[src/hdl/i2cra_pkg.sv]
`default_nettype none

package i2cra_pkg;

    // Write buffer depth and derived widths
    localparam int MAX_BYTES = 16;
    localparam int FILL_W    = $clog2(MAX_BYTES + 1);
    localparam int BUF_IDX_W = (MAX_BYTES > 1) ? $clog2(MAX_BYTES) : 1;
    localparam int BYI_W     = $clog2(MAX_BYTES + 3);

    // Timing register
    localparam int          TICK_W       = 16;
    localparam logic [15:0] PHASE_TICKS_RST = 16'd5;

    // Command codes
    typedef enum logic [1:0] {
        OP_TICK  = 2'd0,
        OP_PUSH  = 2'd1,
        OP_WRITE = 2'd2,
        OP_READ  = 2'd3
    } op_t;

    // Bus phases, one-hot
    typedef enum logic [17:0] {
        PH_IDLE    = 18'b000000000000000001,
        PH_ST_A    = 18'b000000000000000010,
        PH_ST_B    = 18'b000000000000000100,
        PH_WB_LO   = 18'b000000000000001000,
        PH_WB_HI   = 18'b000000000000010000,
        PH_WA_LO   = 18'b000000000000100000,
        PH_WA_HI   = 18'b000000000001000000,
        PH_RB_LO   = 18'b000000000010000000,
        PH_RB_HI1  = 18'b000000000100000000,
        PH_RB_HI2  = 18'b000000001000000000,
        PH_RA_LO   = 18'b000000010000000000,
        PH_RA_HI   = 18'b000000100000000000,
        PH_RA_LO2  = 18'b000001000000000000,
        PH_RA_END  = 18'b000010000000000000,
        PH_RS_PREP = 18'b000100000000000000,
        PH_SP_A    = 18'b001000000000000000,
        PH_SP_B    = 18'b010000000000000000,
        PH_SP_C    = 18'b100000000000000000
    } phase_t;

    // One result transaction
    typedef struct packed {
        logic       scl;
        logic       sda_out;
        logic       sda_drive;
        logic [7:0] rd_byte;
        logic       rd_valid;
        logic       rd_last;
        logic       busy_res;
        logic       done_res;
        logic       nack;
    } res_t;

endpackage

`default_nettype wire

[src/hdl/i2cra_if.sv]
`default_nettype none

// Command channel: one bus tick per transaction
interface i2cra_cmd_if;
    logic       valid;
    logic       ready;
    logic [1:0] op;
    logic [6:0] dev_addr;
    logic [7:0] sub_addr;
    logic [4:0] byte_count;
    logic [7:0] wr_byte;
    logic       sda_in;

    modport source (
        output valid, op, dev_addr, sub_addr, byte_count, wr_byte, sda_in,
        input  ready
    );
    modport sink (
        input  valid, op, dev_addr, sub_addr, byte_count, wr_byte, sda_in,
        output ready
    );
endinterface

// Result channel: line levels and status for each tick
interface i2cra_res_if;
    logic       valid;
    logic       ready;
    logic       scl;
    logic       sda_out;
    logic       sda_drive;
    logic [7:0] rd_byte;
    logic       rd_valid;
    logic       rd_last;
    logic       busy_res;
    logic       done_res;
    logic       nack;

    modport source (
        output valid, scl, sda_out, sda_drive, rd_byte, rd_valid, rd_last,
               busy_res, done_res, nack,
        input  ready
    );
    modport sink (
        input  valid, scl, sda_out, sda_drive, rd_byte, rd_valid, rd_last,
               busy_res, done_res, nack,
        output ready
    );
endinterface

`default_nettype wire

[src/hdl/i2c_master_register_access_top.sv]
// A result is registered on acceptance of its command and presented in the next cycle.
// Throughput: one tick per cycle, limited only by the result sink: a new command is
// taken only while the result register is empty or its result is taken in that cycle.
// Reset (rst_n, asynchronous, active low): bus idle with SCL and SDA high and driven,
// write buffer empty, phase_ticks back to 5; buffer contents are not cleared.
`default_nettype none

module i2c_master_register_access_top (
    input  wire logic                    clk,
    input  wire logic                    rst_n,
    input  wire logic                    cfg_we,
    input  wire logic [15:0]             cfg_wdata,
    i2cra_cmd_if.sink                    cmd,
    i2cra_res_if.source                  res
);
    import i2cra_pkg::*;

    // Registers
    logic [TICK_W-1:0] phase_ticks_reg;
    phase_t            phase_reg, phase_next;
    logic [TICK_W-1:0] tick_reg, tick_next;
    logic [3:0]        bit_idx_reg, bit_idx_next;
    logic [BYI_W-1:0]  byte_idx_reg, byte_idx_next;
    logic [7:0]        shift_reg, shift_next;
    logic [7:0]        write_buf_reg [MAX_BYTES];
    logic [FILL_W-1:0] fill_reg, fill_next;
    logic [6:0]        taddr_reg, taddr_next;
    logic [7:0]        treg_reg, treg_next;
    logic [FILL_W-1:0] tlen_reg, tlen_next;
    logic              ack_reg, ack_next;
    logic              sda_lvl_reg, sda_lvl_next;
    logic              rmode_reg, rmode_next;
    res_t              res_reg, res_next;
    logic              res_valid_reg;

    logic              accept;
    logic              buf_we;
    logic [BYI_W-1:0]  wb_k;
    logic              wb_in_range;
    logic [7:0]        wb_entry;
    logic [TICK_W-1:0] period;

    // Last byte of a read: byte_index - 2 >= transfer length (wraps like the unsigned form)
    function automatic logic is_last(input logic [BYI_W-1:0] byidx,
                                     input logic [FILL_W-1:0] tlen);
        logic [BYI_W:0] rel;
        rel = {1'b0, byidx} - (BYI_W + 1)'(2);
        return rel >= (BYI_W + 1)'(tlen);
    endfunction

    // Byte to send for a given byte index
    function automatic logic [7:0] tx_byte(input logic [BYI_W-1:0] byidx,
                                           input logic             rmode,
                                           input logic [6:0]       taddr,
                                           input logic [7:0]       treg,
                                           input logic [7:0]       entry);
        logic [7:0] b;
        if (byidx == BYI_W'(0))
        begin
            b = {taddr, 1'b0};
        end
        else if (byidx == BYI_W'(1))
        begin
            b = treg;
        end
        else if (rmode)
        begin
            b = {taddr, 1'b1};
        end
        else
        begin
            b = entry;
        end
        return b;
    endfunction

    // Handshake
    assign accept    = cmd.valid && cmd.ready;
    assign cmd.ready = !res_valid_reg || res.ready;

    // Phase length, zero acts as one
    assign period = (phase_ticks_reg == '0) ? TICK_W'(1) : phase_ticks_reg;

    // Buffer entry for the next written data byte (new index minus two)
    assign wb_k        = byte_idx_reg - BYI_W'(1);
    assign wb_in_range = {1'b0, wb_k} < (BYI_W + 1)'(MAX_BYTES);
    assign wb_entry    = wb_in_range ? write_buf_reg[wb_k[BUF_IDX_W-1:0]] : 8'h00;

    // Next state and result for one tick
    always_comb
    begin
        logic [4:0] n;
        logic       last;
        phase_next    = phase_reg;
        tick_next     = tick_reg;
        bit_idx_next  = bit_idx_reg;
        byte_idx_next = byte_idx_reg;
        shift_next    = shift_reg;
        fill_next     = fill_reg;
        taddr_next    = taddr_reg;
        treg_next     = treg_reg;
        tlen_next     = tlen_reg;
        ack_next      = ack_reg;
        rmode_next    = rmode_reg;
        sda_lvl_next  = sda_lvl_reg;
        buf_we        = 1'b0;
        res_next      = '0;
        res_next.scl       = 1'b1;
        res_next.sda_drive = 1'b1;
        n    = cmd.byte_count;
        last = 1'b0;

        // Idle commands: buffer push or transaction start
        if (phase_reg == PH_IDLE)
        begin
            if (op_t'(cmd.op) == OP_PUSH)
            begin
                if ({1'b0, fill_reg} < (FILL_W + 1)'(MAX_BYTES))
                begin
                    buf_we    = 1'b1;
                    fill_next = FILL_W'(fill_reg + FILL_W'(1));
                end
            end
            else if (op_t'(cmd.op) == OP_WRITE || op_t'(cmd.op) == OP_READ)
            begin
                if (32'(n) > MAX_BYTES)
                begin
                    n = 5'(MAX_BYTES);
                end
                rmode_next = (op_t'(cmd.op) == OP_READ);
                if (rmode_next && n == 5'd0)
                begin
                    n = 5'd1;
                end
                if (!rmode_next)
                begin
                    fill_next = '0;
                end
                tlen_next     = FILL_W'(n);
                taddr_next    = cmd.dev_addr;
                treg_next     = cmd.sub_addr;
                byte_idx_next = '0;
                bit_idx_next  = '0;
                tick_next     = '0;
                phase_next    = PH_ST_A;
            end
        end

        // Line levels for this tick
        last = is_last(byte_idx_next, tlen_next);
        case (phase_next)
            PH_ST_A:    begin res_next.scl = 1'b1; sda_lvl_next = 1'b1; end
            PH_ST_B:    begin res_next.scl = 1'b1; sda_lvl_next = 1'b0; end
            PH_WB_LO:
            begin
                res_next.scl = 1'b0;
                sda_lvl_next = shift_next[3'd7 - bit_idx_next[2:0]];
            end
            PH_WB_HI:
            begin
                res_next.scl = 1'b1;
                sda_lvl_next = shift_next[3'd7 - bit_idx_next[2:0]];
            end
            PH_WA_LO, PH_RB_LO:
            begin
                res_next.scl       = 1'b0;
                res_next.sda_drive = 1'b0;
            end
            PH_WA_HI, PH_RB_HI1, PH_RB_HI2:
            begin
                res_next.scl       = 1'b1;
                res_next.sda_drive = 1'b0;
            end
            PH_RA_LO:   res_next.scl = 1'b0;
            PH_RA_HI:   begin res_next.scl = 1'b1; sda_lvl_next = last; end
            PH_RA_LO2:  begin res_next.scl = 1'b0; sda_lvl_next = last; end
            PH_RA_END:  begin res_next.scl = 1'b0; sda_lvl_next = 1'b0; end
            PH_RS_PREP: begin res_next.scl = 1'b0; sda_lvl_next = 1'b1; end
            PH_SP_A:    begin res_next.scl = 1'b0; sda_lvl_next = 1'b0; end
            PH_SP_B:    begin res_next.scl = 1'b1; sda_lvl_next = 1'b0; end
            PH_SP_C:    begin res_next.scl = 1'b1; sda_lvl_next = 1'b1; end
            default:    begin res_next.scl = 1'b1; sda_lvl_next = 1'b1; end
        endcase
        res_next.sda_out = sda_lvl_next;

        // Phase timer and sequencing
        if (phase_next != PH_IDLE)
        begin
            res_next.busy_res = 1'b1;
            if (({1'b0, tick_next} + (TICK_W + 1)'(1)) < {1'b0, period})
            begin
                tick_next = TICK_W'(tick_next + TICK_W'(1));
            end
            else
            begin
                tick_next = '0;
                case (phase_next)
                    PH_ST_A:   phase_next = PH_ST_B;
                    PH_ST_B:
                    begin
                        shift_next   = tx_byte(byte_idx_next, rmode_next, taddr_next,
                                               treg_next, wb_entry);
                        bit_idx_next = '0;
                        phase_next   = PH_WB_LO;
                    end
                    PH_WB_LO:  phase_next = PH_WB_HI;
                    PH_WB_HI:
                    begin
                        bit_idx_next = 4'(bit_idx_next + 4'd1);
                        phase_next   = (bit_idx_next >= 4'd8) ? PH_WA_LO : PH_WB_LO;
                    end
                    PH_WA_LO:  phase_next = PH_WA_HI;
                    PH_WA_HI:
                    begin
                        ack_next     = cmd.sda_in;
                        bit_idx_next = '0;
                        if (!rmode_next)
                        begin
                            byte_idx_next = BYI_W'(byte_idx_next + BYI_W'(1));
                            if ({1'b0, byte_idx_next} <
                                ((BYI_W + 1)'(tlen_next) + (BYI_W + 1)'(2)))
                            begin
                                shift_next = tx_byte(byte_idx_next, rmode_next,
                                                     taddr_next, treg_next, wb_entry);
                                phase_next = PH_WB_LO;
                            end
                            else
                            begin
                                phase_next = PH_SP_A;
                            end
                        end
                        else if (byte_idx_next == BYI_W'(0))
                        begin
                            byte_idx_next = BYI_W'(1);
                            shift_next    = tx_byte(byte_idx_next, rmode_next,
                                                    taddr_next, treg_next, wb_entry);
                            phase_next    = PH_WB_LO;
                        end
                        else if (byte_idx_next == BYI_W'(1))
                        begin
                            byte_idx_next = BYI_W'(2);
                            phase_next    = PH_RS_PREP;
                        end
                        else
                        begin
                            byte_idx_next = BYI_W'(3);
                            shift_next    = '0;
                            phase_next    = PH_RB_LO;
                        end
                    end
                    PH_RB_LO:  phase_next = PH_RB_HI1;
                    PH_RB_HI1:
                    begin
                        shift_next   = {shift_next[6:0], cmd.sda_in};
                        bit_idx_next = 4'(bit_idx_next + 4'd1);
                        if (bit_idx_next >= 4'd8)
                        begin
                            res_next.rd_valid = 1'b1;
                            res_next.rd_byte  = shift_next;
                            res_next.rd_last  = is_last(byte_idx_next, tlen_next);
                        end
                        phase_next = PH_RB_HI2;
                    end
                    PH_RB_HI2:
                        phase_next = (bit_idx_next >= 4'd8) ? PH_RA_LO : PH_RB_LO;
                    PH_RA_LO:  phase_next = PH_RA_HI;
                    PH_RA_HI:  phase_next = PH_RA_LO2;
                    PH_RA_LO2: phase_next = PH_RA_END;
                    PH_RA_END:
                    begin
                        if (is_last(byte_idx_next, tlen_next))
                        begin
                            phase_next = PH_SP_A;
                        end
                        else
                        begin
                            byte_idx_next = BYI_W'(byte_idx_next + BYI_W'(1));
                            bit_idx_next  = '0;
                            shift_next    = '0;
                            phase_next    = PH_RB_LO;
                        end
                    end
                    PH_RS_PREP: phase_next = PH_ST_A;
                    PH_SP_A:    phase_next = PH_SP_B;
                    PH_SP_B:    phase_next = PH_SP_C;
                    default:
                    begin
                        res_next.done_res = 1'b1;
                        phase_next        = PH_IDLE;
                    end
                endcase
            end
        end
        res_next.nack = ack_next;
    end

    // Timing register
    always_ff @(posedge clk or negedge rst_n)
    begin
        if (!rst_n)
        begin
            phase_ticks_reg <= PHASE_TICKS_RST;
        end
        else if (cfg_we)
        begin
            phase_ticks_reg <= cfg_wdata;
        end
    end

    // Control state
    always_ff @(posedge clk or negedge rst_n)
    begin
        if (!rst_n)
        begin
            phase_reg    <= PH_IDLE;
            tick_reg     <= '0;
            bit_idx_reg  <= '0;
            byte_idx_reg <= '0;
            shift_reg    <= '0;
            fill_reg     <= '0;
            taddr_reg    <= '0;
            treg_reg     <= '0;
            tlen_reg     <= '0;
            ack_reg      <= 1'b0;
            sda_lvl_reg  <= 1'b1;
            rmode_reg    <= 1'b0;
        end
        else if (accept)
        begin
            phase_reg    <= phase_next;
            tick_reg     <= tick_next;
            bit_idx_reg  <= bit_idx_next;
            byte_idx_reg <= byte_idx_next;
            shift_reg    <= shift_next;
            fill_reg     <= fill_next;
            taddr_reg    <= taddr_next;
            treg_reg     <= treg_next;
            tlen_reg     <= tlen_next;
            ack_reg      <= ack_next;
            sda_lvl_reg  <= sda_lvl_next;
            rmode_reg    <= rmode_next;
        end
    end

    // Write buffer, contents undefined until pushed
    always_ff @(posedge clk)
    begin
        if (accept && buf_we)
        begin
            write_buf_reg[fill_reg[BUF_IDX_W-1:0]] <= cmd.wr_byte;
        end
    end

    // Result register
    always_ff @(posedge clk or negedge rst_n)
    begin
        if (!rst_n)
        begin
            res_valid_reg <= 1'b0;
        end
        else if (accept)
        begin
            res_valid_reg <= 1'b1;
        end
        else if (res.ready)
        begin
            res_valid_reg <= 1'b0;
        end
    end

    always_ff @(posedge clk)
    begin
        if (accept)
        begin
            res_reg <= res_next;
        end
    end

    // Result channel
    assign res.valid     = res_valid_reg;
    assign res.scl       = res_reg.scl;
    assign res.sda_out   = res_reg.sda_out;
    assign res.sda_drive = res_reg.sda_drive;
    assign res.rd_byte   = res_reg.rd_byte;
    assign res.rd_valid  = res_reg.rd_valid;
    assign res.rd_last   = res_reg.rd_last;
    assign res.busy_res  = res_reg.busy_res;
    assign res.done_res  = res_reg.done_res;
    assign res.nack      = res_reg.nack;

    // Checks
    a_done_busy: assert property (@(posedge clk) disable iff (!rst_n)
        res_valid_reg && res_reg.done_res |-> res_reg.busy_res)
        else $error("done without busy");

    a_last_valid: assert property (@(posedge clk) disable iff (!rst_n)
        res_valid_reg && res_reg.rd_last |-> res_reg.rd_valid && res_reg.busy_res)
        else $error("rd_last without rd_valid");

    a_release_busy: assert property (@(posedge clk) disable iff (!rst_n)
        res_valid_reg && !res_reg.sda_drive |-> res_reg.busy_res)
        else $error("SDA released while idle");

    a_fill_bound: assert property (@(posedge clk) disable iff (!rst_n)
        accept |=> ({1'b0, fill_reg} <= (FILL_W + 1)'(MAX_BYTES)))
        else $error("write buffer overfilled");

endmodule

`default_nettype wire

[src/flat_wrapper.sv]
// flat-port wrapper written by rule: the top's interface ports become plain ports
module i2c_master_register_access_top_flat import i2cra_pkg::*;
  (clk, rst_n, cfg_we, cfg_wdata, cmd_valid, cmd_op, cmd_dev_addr, cmd_sub_addr, cmd_byte_count, cmd_wr_byte, cmd_sda_in, cmd_ready, res_valid, res_scl, res_sda_out, res_sda_drive, res_rd_byte, res_rd_valid, res_rd_last, res_busy_res, res_done_res, res_nack, res_ready);
  i2cra_cmd_if cmd_i ();
  i2cra_res_if res_i ();
  input  wire logic clk;
  input  wire logic rst_n;
  input  wire logic cfg_we;
  input  wire logic [15:0] cfg_wdata;
  input wire logic [$bits(cmd_i.valid)-1:0] cmd_valid;
  input wire logic [$bits(cmd_i.op)-1:0] cmd_op;
  input wire logic [$bits(cmd_i.dev_addr)-1:0] cmd_dev_addr;
  input wire logic [$bits(cmd_i.sub_addr)-1:0] cmd_sub_addr;
  input wire logic [$bits(cmd_i.byte_count)-1:0] cmd_byte_count;
  input wire logic [$bits(cmd_i.wr_byte)-1:0] cmd_wr_byte;
  input wire logic [$bits(cmd_i.sda_in)-1:0] cmd_sda_in;
  output wire logic [$bits(cmd_i.ready)-1:0] cmd_ready;
  output wire logic [$bits(res_i.valid)-1:0] res_valid;
  output wire logic [$bits(res_i.scl)-1:0] res_scl;
  output wire logic [$bits(res_i.sda_out)-1:0] res_sda_out;
  output wire logic [$bits(res_i.sda_drive)-1:0] res_sda_drive;
  output wire logic [$bits(res_i.rd_byte)-1:0] res_rd_byte;
  output wire logic [$bits(res_i.rd_valid)-1:0] res_rd_valid;
  output wire logic [$bits(res_i.rd_last)-1:0] res_rd_last;
  output wire logic [$bits(res_i.busy_res)-1:0] res_busy_res;
  output wire logic [$bits(res_i.done_res)-1:0] res_done_res;
  output wire logic [$bits(res_i.nack)-1:0] res_nack;
  input wire logic [$bits(res_i.ready)-1:0] res_ready;
  assign cmd_i.valid = cmd_valid;
  assign cmd_i.op = cmd_op;
  assign cmd_i.dev_addr = cmd_dev_addr;
  assign cmd_i.sub_addr = cmd_sub_addr;
  assign cmd_i.byte_count = cmd_byte_count;
  assign cmd_i.wr_byte = cmd_wr_byte;
  assign cmd_i.sda_in = cmd_sda_in;
  assign cmd_ready = cmd_i.ready;
  assign res_valid = res_i.valid;
  assign res_scl = res_i.scl;
  assign res_sda_out = res_i.sda_out;
  assign res_sda_drive = res_i.sda_drive;
  assign res_rd_byte = res_i.rd_byte;
  assign res_rd_valid = res_i.rd_valid;
  assign res_rd_last = res_i.rd_last;
  assign res_busy_res = res_i.busy_res;
  assign res_done_res = res_i.done_res;
  assign res_nack = res_i.nack;
  assign res_i.ready = res_ready;
  i2c_master_register_access_top u_core (.clk(clk), .rst_n(rst_n), .cfg_we(cfg_we), .cfg_wdata(cfg_wdata), .cmd(cmd_i), .res(res_i));
endmodule
[config.mk]
export PLATFORM = sky130hd
export DESIGN_NAME = i2c_master_register_access_top_flat
export DESIGN_NICKNAME = d
export VERILOG_FILES = /design/src/hdl/i2cra_pkg.sv /design/src/hdl/i2cra_if.sv /design/src/hdl/i2c_master_register_access_top.sv /design/src/flat_wrapper.sv
export SDC_FILE = /design/constraint.sdc
export NUM_CORES = 1
export LEC_CHECK = 0
export BUFFER_PORTS_ARGS = -buffer_cell sky130_fd_sc_hd__buf_2
export CORE_MARGIN = 5
export CORE_UTILIZATION = 40
export CTS_BUF_LIST = sky130_fd_sc_hd__clkbuf_2
export DETAILED_ROUTE_END_ITERATION = 8
export MAX_ROUTING_LAYER = met4
export PLACE_DENSITY = 0.57
export SLEW_MARGIN = 40
export SYNTH_ARGS = -nofsm -noshare
export SYNTH_HDL_FRONTEND = slang
export SYNTH_SLANG_ARGS = --single-unit
[constraint.sdc]
create_clock -name clk -period 5.9 [get_ports clk]
set_input_delay 0.59 -clock clk [delete_from_list [all_inputs] [get_ports clk]]
set_output_delay 0.59 -clock clk [all_outputs]
set_load 0.01 [all_outputs]
==> impl_metrics.yaml, run 1 <==
place:
  globalplace.congestion: 0.879
  portBuffers: 69
  place_ws_ps: 278
  hpwl_um: 21200
sta:
  max_freq_mhz: 189
  setup_viol: 0
  finClkSkew_ps: 38.4
  slew_headroom_pct: 42.7
  rsz0062_at_grt: "false"
  fin_crit_ps: 5300
  final-hold-violation-count: 0
  worstMarginPinSlew_ps: 856
  maxSlewViolCount: 0
  min_period_over_period_pct: 89.8
  final.setup.tns_ps: 0
  fin_ws_ps: 601
synth:
  syn_avg_cell_area_um2: 12.0
  yosys-top-cells-area: "edfxtp_1 34%, dfrtp_1 18%, mux4_2 5.9%"
  yosysWarnings: 0
  syn_inst: 1047
  synth_edf_count: 144
  synth_top_area_share_pct: 34.3
  synth_ff_type: "edfxtp_1"
  synth.distinct_cells: 88
  ys_top_cells_by_count: "144 x edfxtp_1, 107 x nand2_1, 92 x dfrtp_1"
  syn_nets: 1139
  yosysMostFrequentCell: "edfxtp_1"
  synth_top_area_cell: "edfxtp_1"
  synth-seq-cells: 240
  synth.cell_area_um2: 12600
  async_reset_ff_share_pct: 40.0
  yosysSeqAreaShare_pct: 53.4
setup_path:
  setup.worst_path.start_class: "flop"
  max_stage_delay_ps: 540
  critPathSlowestCell: "nor4_4"
  cp.arrival_ps: 6020
  crit_path_start: "u_core.phase_reg[8]"
  rr_startpoint: "u_core.phase_reg[8]"
  cp.required_ps: 6620
  critPathMaxFanout: 18
  cpLargestDelayFamily: "simple AND/OR/NAND/NOR gates"
  cp_num_buf_inv: 1
  crit_type: "flop to flop"
  endpoint_kind: "flop"
  crit_chain: "nor4_4, and3_2, nand3_4, nand2_1, inv_1, ha_1, nand4_1, nor2_1, xnor2_1, nor2_1, ha_1, nand4_1, or2_2, nor4_1, o41ai_1, o21ai_2, and2_2, nand4_4, mux2_1"
layout:
  area_delta_synth_final_pct: 15.0
  nets: 1283
  post_route_cells_drive_above_1_share_pct: 25.8
  largest_register_ffs: 128
floorplanning:
  die_h_um: 187
  core-area_um2: 31300
  die_area_um2: 35100
  ioPinCount: 70
  dieWidth_um: 187
  start_util_pct: 40.2
  rows: 65
grt:
  grt_pass1_vias: 9088
  grt_max_degree: 71
  grt_first_pass_wirelength_um: 49900
  antenna_found_initial: 2
  grt_remaining_overflow: 0
  track_usage_pct: 18.3
route:
  drc: 0
  drtIter0Drc: 522
  postRouteAntennaNets: 0
  wire_per_inst_um: 19.0
  firstDrtPassIters: 6
  viasPerCell: 5.40
  via_count: 8878
  totalWireLength_um: 31300
clock_tree:
  cts_inserted_buffers: 68
  clockBufferDepth: 3
  path_clk_slew_ps: 120
  htree_num_levels: 3
  clock_sinks: 240
  clk_latency_ps: 850
  clock_tree.root_cell: "clkbuf_2"
  cts_tree: "built"
pwr:
  powerDensity_nw_per_um2: 236
  p_leak_uw: 0.00594
  vdd_drop_max_uv: 174
hold_path:
  min_from: "cmd_byte_count[4]"
  hold_path_class: "primary input to flop"
status:
  status: "completed"
run:
  drv_cap: 0
-- cells by family after synthesis --
logic type | synth area share, %
adders and majority gates | 3.97
xor gates and xnor gates | 1.67
AOI/OAI and AO/OA | 10.7
buffers and inverters | 3.00
muxes | 11.9
DFF | 53.4
and+or+nand+nor | 15.3
-- what timing repair did --
| action | in CTS | in global routing |
|---|---|---|
| resized for setup | 0 | 3 |
| hold buffers | 36 | 0 |
| hold endpoints to repair | 60 | 0 |
| setup endpoints to repair | 0 | 23 |
| setup buffers | 0 | 0 |
-- report_power, final --
part / switching (uW) / internal [uW]
clock: 694 / 589
combinational: 162 / 110
sequential: 40.4 / 1820
-- layer usage --
layer | routed length [um] | global-route usage (%) | share of wire (%) | vias up
li1 | - | - | - | 4275
met1 | 13900 | 23.3 | 45 | 4345
met2 | 15300 | 29.1 | 49 | 196
met3 | 1280 | 3.90 | 4.1 | 62
met4 | 742 | 6.61 | 2.4 | 0
met5 | 0 | - | 0 | -
-- worst paths after layout --
kind / slack [ps] / cells after the start / endpoint
worst max-delay path: 600 / 19 / u_core.shift_reg[0]
worst min-delay path: 80 / 2 / u_core.tlen_reg[4]
worst max register to register: 600 / 19 / u_core.shift_reg[0]
worst min register to register: 500 / 2 / u_core.tlen_reg[1]
max in group asynchronous: 4700 / 3 / u_core.byte_idx_reg[0]
min in group asynchronous: 190 / 2 / u_core.ack_reg
-- layout by cell type (no fill, tap or decap), types with 6 or more instances in the layout --
cell type / n
nor3b_1: 7
buf_2: 68
xnor2_1: 10
nand2b_1: 18
nand2_1: 106
nor4_4: 8
a41o_1: 7
dfrtp_1: 91
o31ai_1: 6
inv_1: 43
a21oi_1: 27
a22oi_1: 7
buf_4: 14
or3_1: 15
mux2i_1: 25
o22ai_1: 11
clkinv_1: 8
mux4_2: 33
nor2_1: 58
xor2_1: 13
o21ai_0: 65
edfxtp_1: 144
dlygate4sd3_1: 36
ha_1: 39
or2_2: 9
clkbuf_2: 103
nor4_1: 11
nor2b_1: 6
nand3_1: 23
o211ai_1: 13
a21o_1: 8
mux2_2: 35
and2_1: 19
nand4_1: 13
nor3_1: 24
-- worst reg2reg max path, stage by stage (launching register included) --
cell and delay, ps:
dfrtp_1 480, nor4_4 540, and3_2 460, nand3_4 290, nand2_1 190, inv_1 70, ha_1 220, nand4_1 180
nor2_1 80, xnor2_1 180, nor2_1 70, ha_1 300, nand4_1 110, or2_2 320, nor4_1 210, o41ai_1 140
o21ai_2 340, and2_2 380, nand4_4 230, mux2_1 370
-- cell type report --
class | count | area, um^2
fillers | 2901 | 16800
flip-flops and latches | 240 | 6730
multi-input cells | 717 | 5600
repair buffers | 119 | 817
clock buffers | 103 | 515
well taps | 402 | 503
inverters | 45 | 170
clock inverters | 13 | 133
diodes | 5 | 12.5
-- metrics by stage --
step / instances / power, uW / hold WS [ps] / util (%) / instance area [um^2]
floorplan: 1047 / 2050 / 294 / - / 12600
finish: 1644 / 3410 / 79.0 / 46.2 / 14500
CTS: 1639 / 3470 / 2.49 / 46.1 / 14400
detailed placement: 1487 / 2150 / 478 / 42.9 / 13400
global placement: 1487 / 2150 / 466 / 42.8 / 13400
global route: 1644 / 3600 / 13.7 / 46.2 / 14500
No activity file was read; power rests on OpenSTA's default activity.
==> run 2: changes to the inputs <==
- ABC_AREA: default -> 1
- MAX_ROUTING_LAYER: met4 -> default
==> run 2 against run 1 <==
  * Sequential cell count is the same
  * Largest power group unchanged
  * Sequential share of layout area shrank 2.8 points
  * Combinational power grew to 7.1 times the previous value
  * Largest cell class unchanged
  * Maximum frequency grew 5.1%
==> impl_metrics.yaml, run 2 <==
layout:
  area_delta_synth_final_pct: 12.3
  finish.utilization_pct: 45.7
  multi_input_area_um2: 6050
  fillers: 3439
  largest_register_ffs: 128
  post_route_cells_drive_above_1_share_pct: 14.8
  regArea_um2: 6730
  mostFrequentLayoutCells: "472 x nand2_1, 167 x inv_1, 156 x nand3_1, 144 x edfxtp_1, 107 x nor2_1"
  nets: 1879
  layout_commonest_cell: "nand2_1"
clock_tree:
  path_clk_slew_ps: 90
  clock_sinks: 240
  clk_latency_ps: 940
  cts_inserted_buffers: 67
  cts-resized-gates: 0
  clockBufferDepth: 3
  htree_num_levels: 3
  clock_tree.root_cell: "clkbuf_2"
  cts_tree: "built"
place:
  globalplace.congestion: 0.907
  portBuffers: 69
  hpwl_um: 26200
floorplanning:
  die_h_um: 195
  dieWidth_um: 195
  rows: 67
  start_util_pct: 40.7
  die_area_um2: 38100
  ioPinCount: 70
  core-area_um2: 33700
synth:
  yosysWarnings: 0
  yosysMostFrequentCell: "nand2_1"
  synth.cell_area_um2: 13700
  synth-seq-cells: 240
  synth.distinct_cells: 50
  synth_edf_count: 144
  ys_top_cells_by_count: "473 x nand2_1, 168 x inv_1, 156 x nand3_1"
  synth_top_area_share_pct: 31.5
  syn_avg_cell_area_um2: 8.22
  synth_ff_type: "edfxtp_1"
  synth_top_area_cell: "edfxtp_1"
  syn_inst: 1670
  syn_nets: 1762
  async_reset_ff_share_pct: 40.0
  yosysSeqAreaShare_pct: 49.1
  yosys-top-cells-area: "edfxtp_1 32%, dfrtp_1 17%, nand2_1 13%"
setup_path:
  setup.worst_path.start_class: "flop"
  cp.required_ps: 6700
  crit_type: "flop to flop"
  cp.arrival_ps: 5850
  endpoint_kind: "flop"
  reg2reg_slack_ps: 860
  critPathMaxFanout: 22
grt:
  track_usage_pct: 20.4
  grt_first_pass_wirelength_um: 62900
  grt_remaining_overflow: 0
  grt_max_degree: 66
  grt_pass1_vias: 11500
  antenna_found_initial: 2
route:
  highest_layer: "met4"
  wl_met2_um: 18200
  via_count: 11800
  wl_met3_um: 2060
  wire_per_inst_um: 16.9
  firstDrtPassIters: 5
  totalWireLength_um: 38700
  drtIter0Drc: 954
  viasPerCell: 5.18
  drc: 0
  postRouteAntennaNets: 0
  routedLengthMet1_um: 17600
sta:
  final-hold-violation-count: 0
  fin_crit_ps: 5040
  setup_viol: 0
  rsz0062_at_grt: "false"
  min_period_over_period_pct: 85.4
  final.setup.tns_ps: 0
  max_freq_mhz: 198
  finClkSkew_ps: 67.4
  slew_headroom_pct: 45.9
  maxSlewViolCount: 0
  worstMarginPinSlew_ps: 808
hold_path:
  hold_path_class: "primary input to flop"
run:
  drv_cap: 0
pwr:
  vdd_drop_max_uv: 139
  p_leak_uw: 0.00714
  powerDensity_nw_per_um2: 341
  power.total_uw: 5250
status:
  status: "completed"
[run 2: worst paths after layout]
| kind | from | endpoint | cells after the start |
|---|---|---|---|
| min reg2reg | u_core.taddr_reg[0] | u_core.taddr_reg[0] | 2 |
| max | u_core.phase_reg[17] | u_core.phase_reg[7] | 22 |
| max in group asynchronous | rst_n | u_core.byte_idx_reg[0] | 3 |
| min in group asynchronous | rst_n | u_core.bit_idx_reg[1] | 2 |
| max reg2reg | u_core.phase_reg[17] | u_core.phase_reg[7] | 22 |
| min | cmd_sub_addr[7] | u_core.treg_reg[7] | 4 |
[run 2: worst max-delay path, stage by stage (launching register included)]
cell and delay, ps:
dfrtp_1 410, nor2_1 160, buf_4 320, clkinv_1 380
nor4_1 700, nand2_1 230, a221oi_1 420, a21oi_1 120
ha_1 310, a21boi_0 70, o21ai_0 160, nand2_1 70
nand2_1 60, nand2_1 50, a21oi_1 230, nand2_1 330
inv_1 360, a22oi_1 120, o21ai_0 120, nand2_1 90
o21ai_0 90, nand2_1 60, o21ai_0 90
[run 2: timing repair]
action | in CTS | in global routing
endpoints found under the hold margin | 158 | 0
hold buffers | 33 | 0
setup buffers | 0 | 0
[run 2: layer usage]
layer  up-vias  track usage, %
li1       5890               -
met1      5561            28.2
met2       322            32.3
met3        64            4.08
met4         0            6.49
met5         -               0
[run 2: kinds of logic (layout without fill, tap and decap cells)]
| kind of cell | count (synthesis) | after routing | share of synthesized area [%] |
|---|---|---|---|
| buffers and inverters | 244 | 407 | 7.08 |
| and+or+nand+nor | 865 | 865 | 28.0 |
| xor gates and xnor gates | 17 | 17 | 1.09 |
| DFF | 240 | 240 | 49.1 |
| adders and majority gates | 40 | 40 | 3.65 |
| other | 0 | 6 | 0 |
| AOI/OAI and AO/OA | 260 | 260 | 10.8 |
| muxes | 4 | 4 | 0.292 |
[run 2: layout make-up]
| class | count | area share [%] |
|---|---|---|
| antenna | 6 | 0.0975 |
| clock buffer | 99 | 3.22 |
| clock inverter | 16 | 0.723 |
| inverter | 177 | 4.31 |
| multi-input combinational | 1186 | 39.3 |
| sequential | 240 | 43.7 |
| tap | 448 | 3.64 |
| timing repair buffer | 115 | 5.04 |
[run 2: power breakdown]
part,switching [uW],internal [uW]
logic,1360,593
clock network,733,496
registers,112,1960
[run 2: metrics by stage]
step / hold WS [ps] / setup slack [ps] / std cells / cell area (um^2)
final: 65.5 / 859 / 2287 / 15400
after floorplan: 294 / 1970 / 1670 / 13700
after CTS: 4.82 / 938 / 2281 / 15400
after detailed placement: 465 / 950 / 2133 / 14400
after global placement: 459 / 916 / 2133 / 14400
after global routing: -5.26 / 383 / 2287 / 15400
==> run 3: changes to the inputs <==
- ABC_AREA: 1 -> default
==> run 3 against run 2 <==
  * Clock power barely moved
  * Critical path depth down 3
  * Total power shrank 36%
  * Cell count fell by 28%
  * Final area fell by 6.1%
  * Critical path type unchanged
==> impl_metrics.yaml, run 3 (synthesized netlist as in run 1, its figures left out) <==
layout:
  fillers: 2878
  largest_register_ffs: 128
  mostFrequentLayoutCells: "144 x edfxtp_1, 106 x nand2_1, 92 x clkbuf_2, 91 x dfrtp_1, 68 x buf_2"
  post_route_cells_drive_above_1_share_pct: 25.1
  nets: 1283
  finish.utilization_pct: 46.2
  regArea_um2: 6730
  fin_area_um2: 14500
  multi_input_area_um2: 5600
  layout_commonest_cell: "edfxtp_1"
  area_delta_synth_final_pct: 14.8
setup_path:
  endpoint_kind: "flop"
  cp.arrival_ps: 6010
  setup.worst_path.start_class: "flop"
  crit_path_start: "u_core.phase_reg[8]"
  critPathMaxFanout: 18
  cp.required_ps: 6580
  crit_type: "flop to flop"
  rr_startpoint: "u_core.phase_reg[8]"
clock_tree:
  path_clk_slew_ps: 100
  clk_latency_ps: 830
  cts_setup_buffers: 0
  htree_num_levels: 3
  cts_inserted_buffers: 66
  cts_tree: "built"
  clockBufferDepth: 3
  clock_sinks: 240
  clock_tree.root_cell: "clkbuf_2"
floorplanning:
  die_h_um: 187
  die_area_um2: 35100
  ioPinCount: 70
  rows: 65
  start_util_pct: 40.2
  dieWidth_um: 187
  core-area_um2: 31300
place:
  portBuffers: 69
  hpwl_um: 21200
  placed_area_um2: 13400
  globalplace.congestion: 0.872
grt:
  antenna_found_initial: 1
  grt_first_pass_wirelength_um: 50100
  grt_pass1_vias: 9095
  grt_max_degree: 71
  grt_remaining_overflow: 0
  track_usage_pct: 17.8
sta:
  slew_headroom_pct: 40.2
  max_freq_mhz: 187
  final-hold-violation-count: 0
  fin_crit_ps: 5340
  fin_worst_hold_slack_ps: 136
  finClkSkew_ps: 46.5
  min_period_over_period_pct: 90.4
  worstMarginPinSlew_ps: 894
  rsz0062_at_grt: "false"
  final.setup.tns_ps: 0
  setup_viol: 0
  maxSlewViolCount: 0
route:
  postRouteAntennaNets: 0
  firstDrtPassIters: 5
  drc: 0
  wire_per_inst_um: 19.0
  drtIter0Drc: 590
  via_count: 8888
  totalWireLength_um: 31200
  viasPerCell: 5.41
pwr:
  power.total_uw: 3340
  vdd_drop_max_uv: 195
  p_leak_uw: 0.00590
  powerDensity_nw_per_um2: 231
status:
  status: "completed"
hold_path:
  min_from: "cmd_sda_in"
  hold_path_class: "primary input to flop"
run:
  drv_cap: 0
[run 3: cell types whose count changed in the layout (fill, tap and decap cells not counted), moves of 15 or more]
| cell | change |
|---|---|
| nor2_2 | -18 |
| o21ai_1 | -23 |
| or3_1 | +15 |
| nor2_1 | -51 |
| and2_1 | +19 |
| inv_1 | -124 |
| a21oi_1 | -50 |
| nand3_1 | -133 |
| mux2_2 | +35 |
| nand2b_1 | +18 |
| nand2_1 | -366 |
| mux4_2 | +33 |
| o21ai_0 | -25 |
| mux2i_1 | +21 |
[run 3: final timing paths]
check / depth (start not counted) / slack (ps) / to
max in group asynchronous: 3 / 4640 / u_core.byte_idx_reg[0]
worst max register to register: 19 / 560 / u_core.shift_reg[7]
worst min register to register: 2 / 500 / u_core.tlen_reg[1]
worst max-delay path: 19 / 560 / u_core.shift_reg[7]
worst min-delay path: 2 / 140 / u_core.ack_reg
min in group asynchronous: 2 / 210 / u_core.shift_reg[0]
[run 3: through the flow]
step | setup WS, ps | instances
final | 564 | 1644
after global routing | 89.5 | 1644
after CTS | 247 | 1643
after detailed placement | 284 | 1487
after global placement | 407 | 1487
after floorplan | 1100 | 1047
[run 3: worst max-delay path, cell delays in order (launching register included)]
cell     delay, ps
dfrtp_1        470
nor4_4         550
and3_2         460
nand3_4        300
nand2_1        180
inv_1           70
ha_1           220
nand4_1        180
nor2_1          70
xnor2_1        180
nor2_1          60
ha_1           310
nand4_1        110
or2_2          320
nor4_1         230
o41ai_1        140
o21ai_2        330
and2_2         390
nand4_4        230
mux2_1         370
[run 3: where the power goes]
| group | internal, uW | switching, uW |
|---|---|---|
| combinational | 111 | 164 |
| clock | 512 | 699 |
| sequential | 1820 | 40.0 |
[run 3: cell type report]
| type | count | share of cell area [%] |
|---|---|---|
| Clock inverter | 26 | 1.09 |
| Inverter | 45 | 1.18 |
| Tap cell | 402 | 3.48 |
| Timing Repair Buffer | 121 | 5.79 |
| Clock buffer | 92 | 3.18 |
| Sequential cell | 240 | 46.6 |
| Multi-Input combinational cell | 717 | 38.7 |
| Antenna cell | 1 | 0.0173 |
[run 3: routing by layer]
layer | track usage [%] | wire (um)
met5 | 0 | 0
met2 | 29.7 | 15400
met1 | 23.6 | 13800
met3 | 3.55 | 1360
met4 | 5.56 | 574
[run 3: timing repair]
| action | 4_1_cts | 5_1_grt |
|---|---|---|
| endpoints found under the hold margin | 62 | 0 |
| setup endpoints to repair | 0 | 17 |
| gates resized for setup | 0 | 2 |
| hold buffers | 38 | 0 |
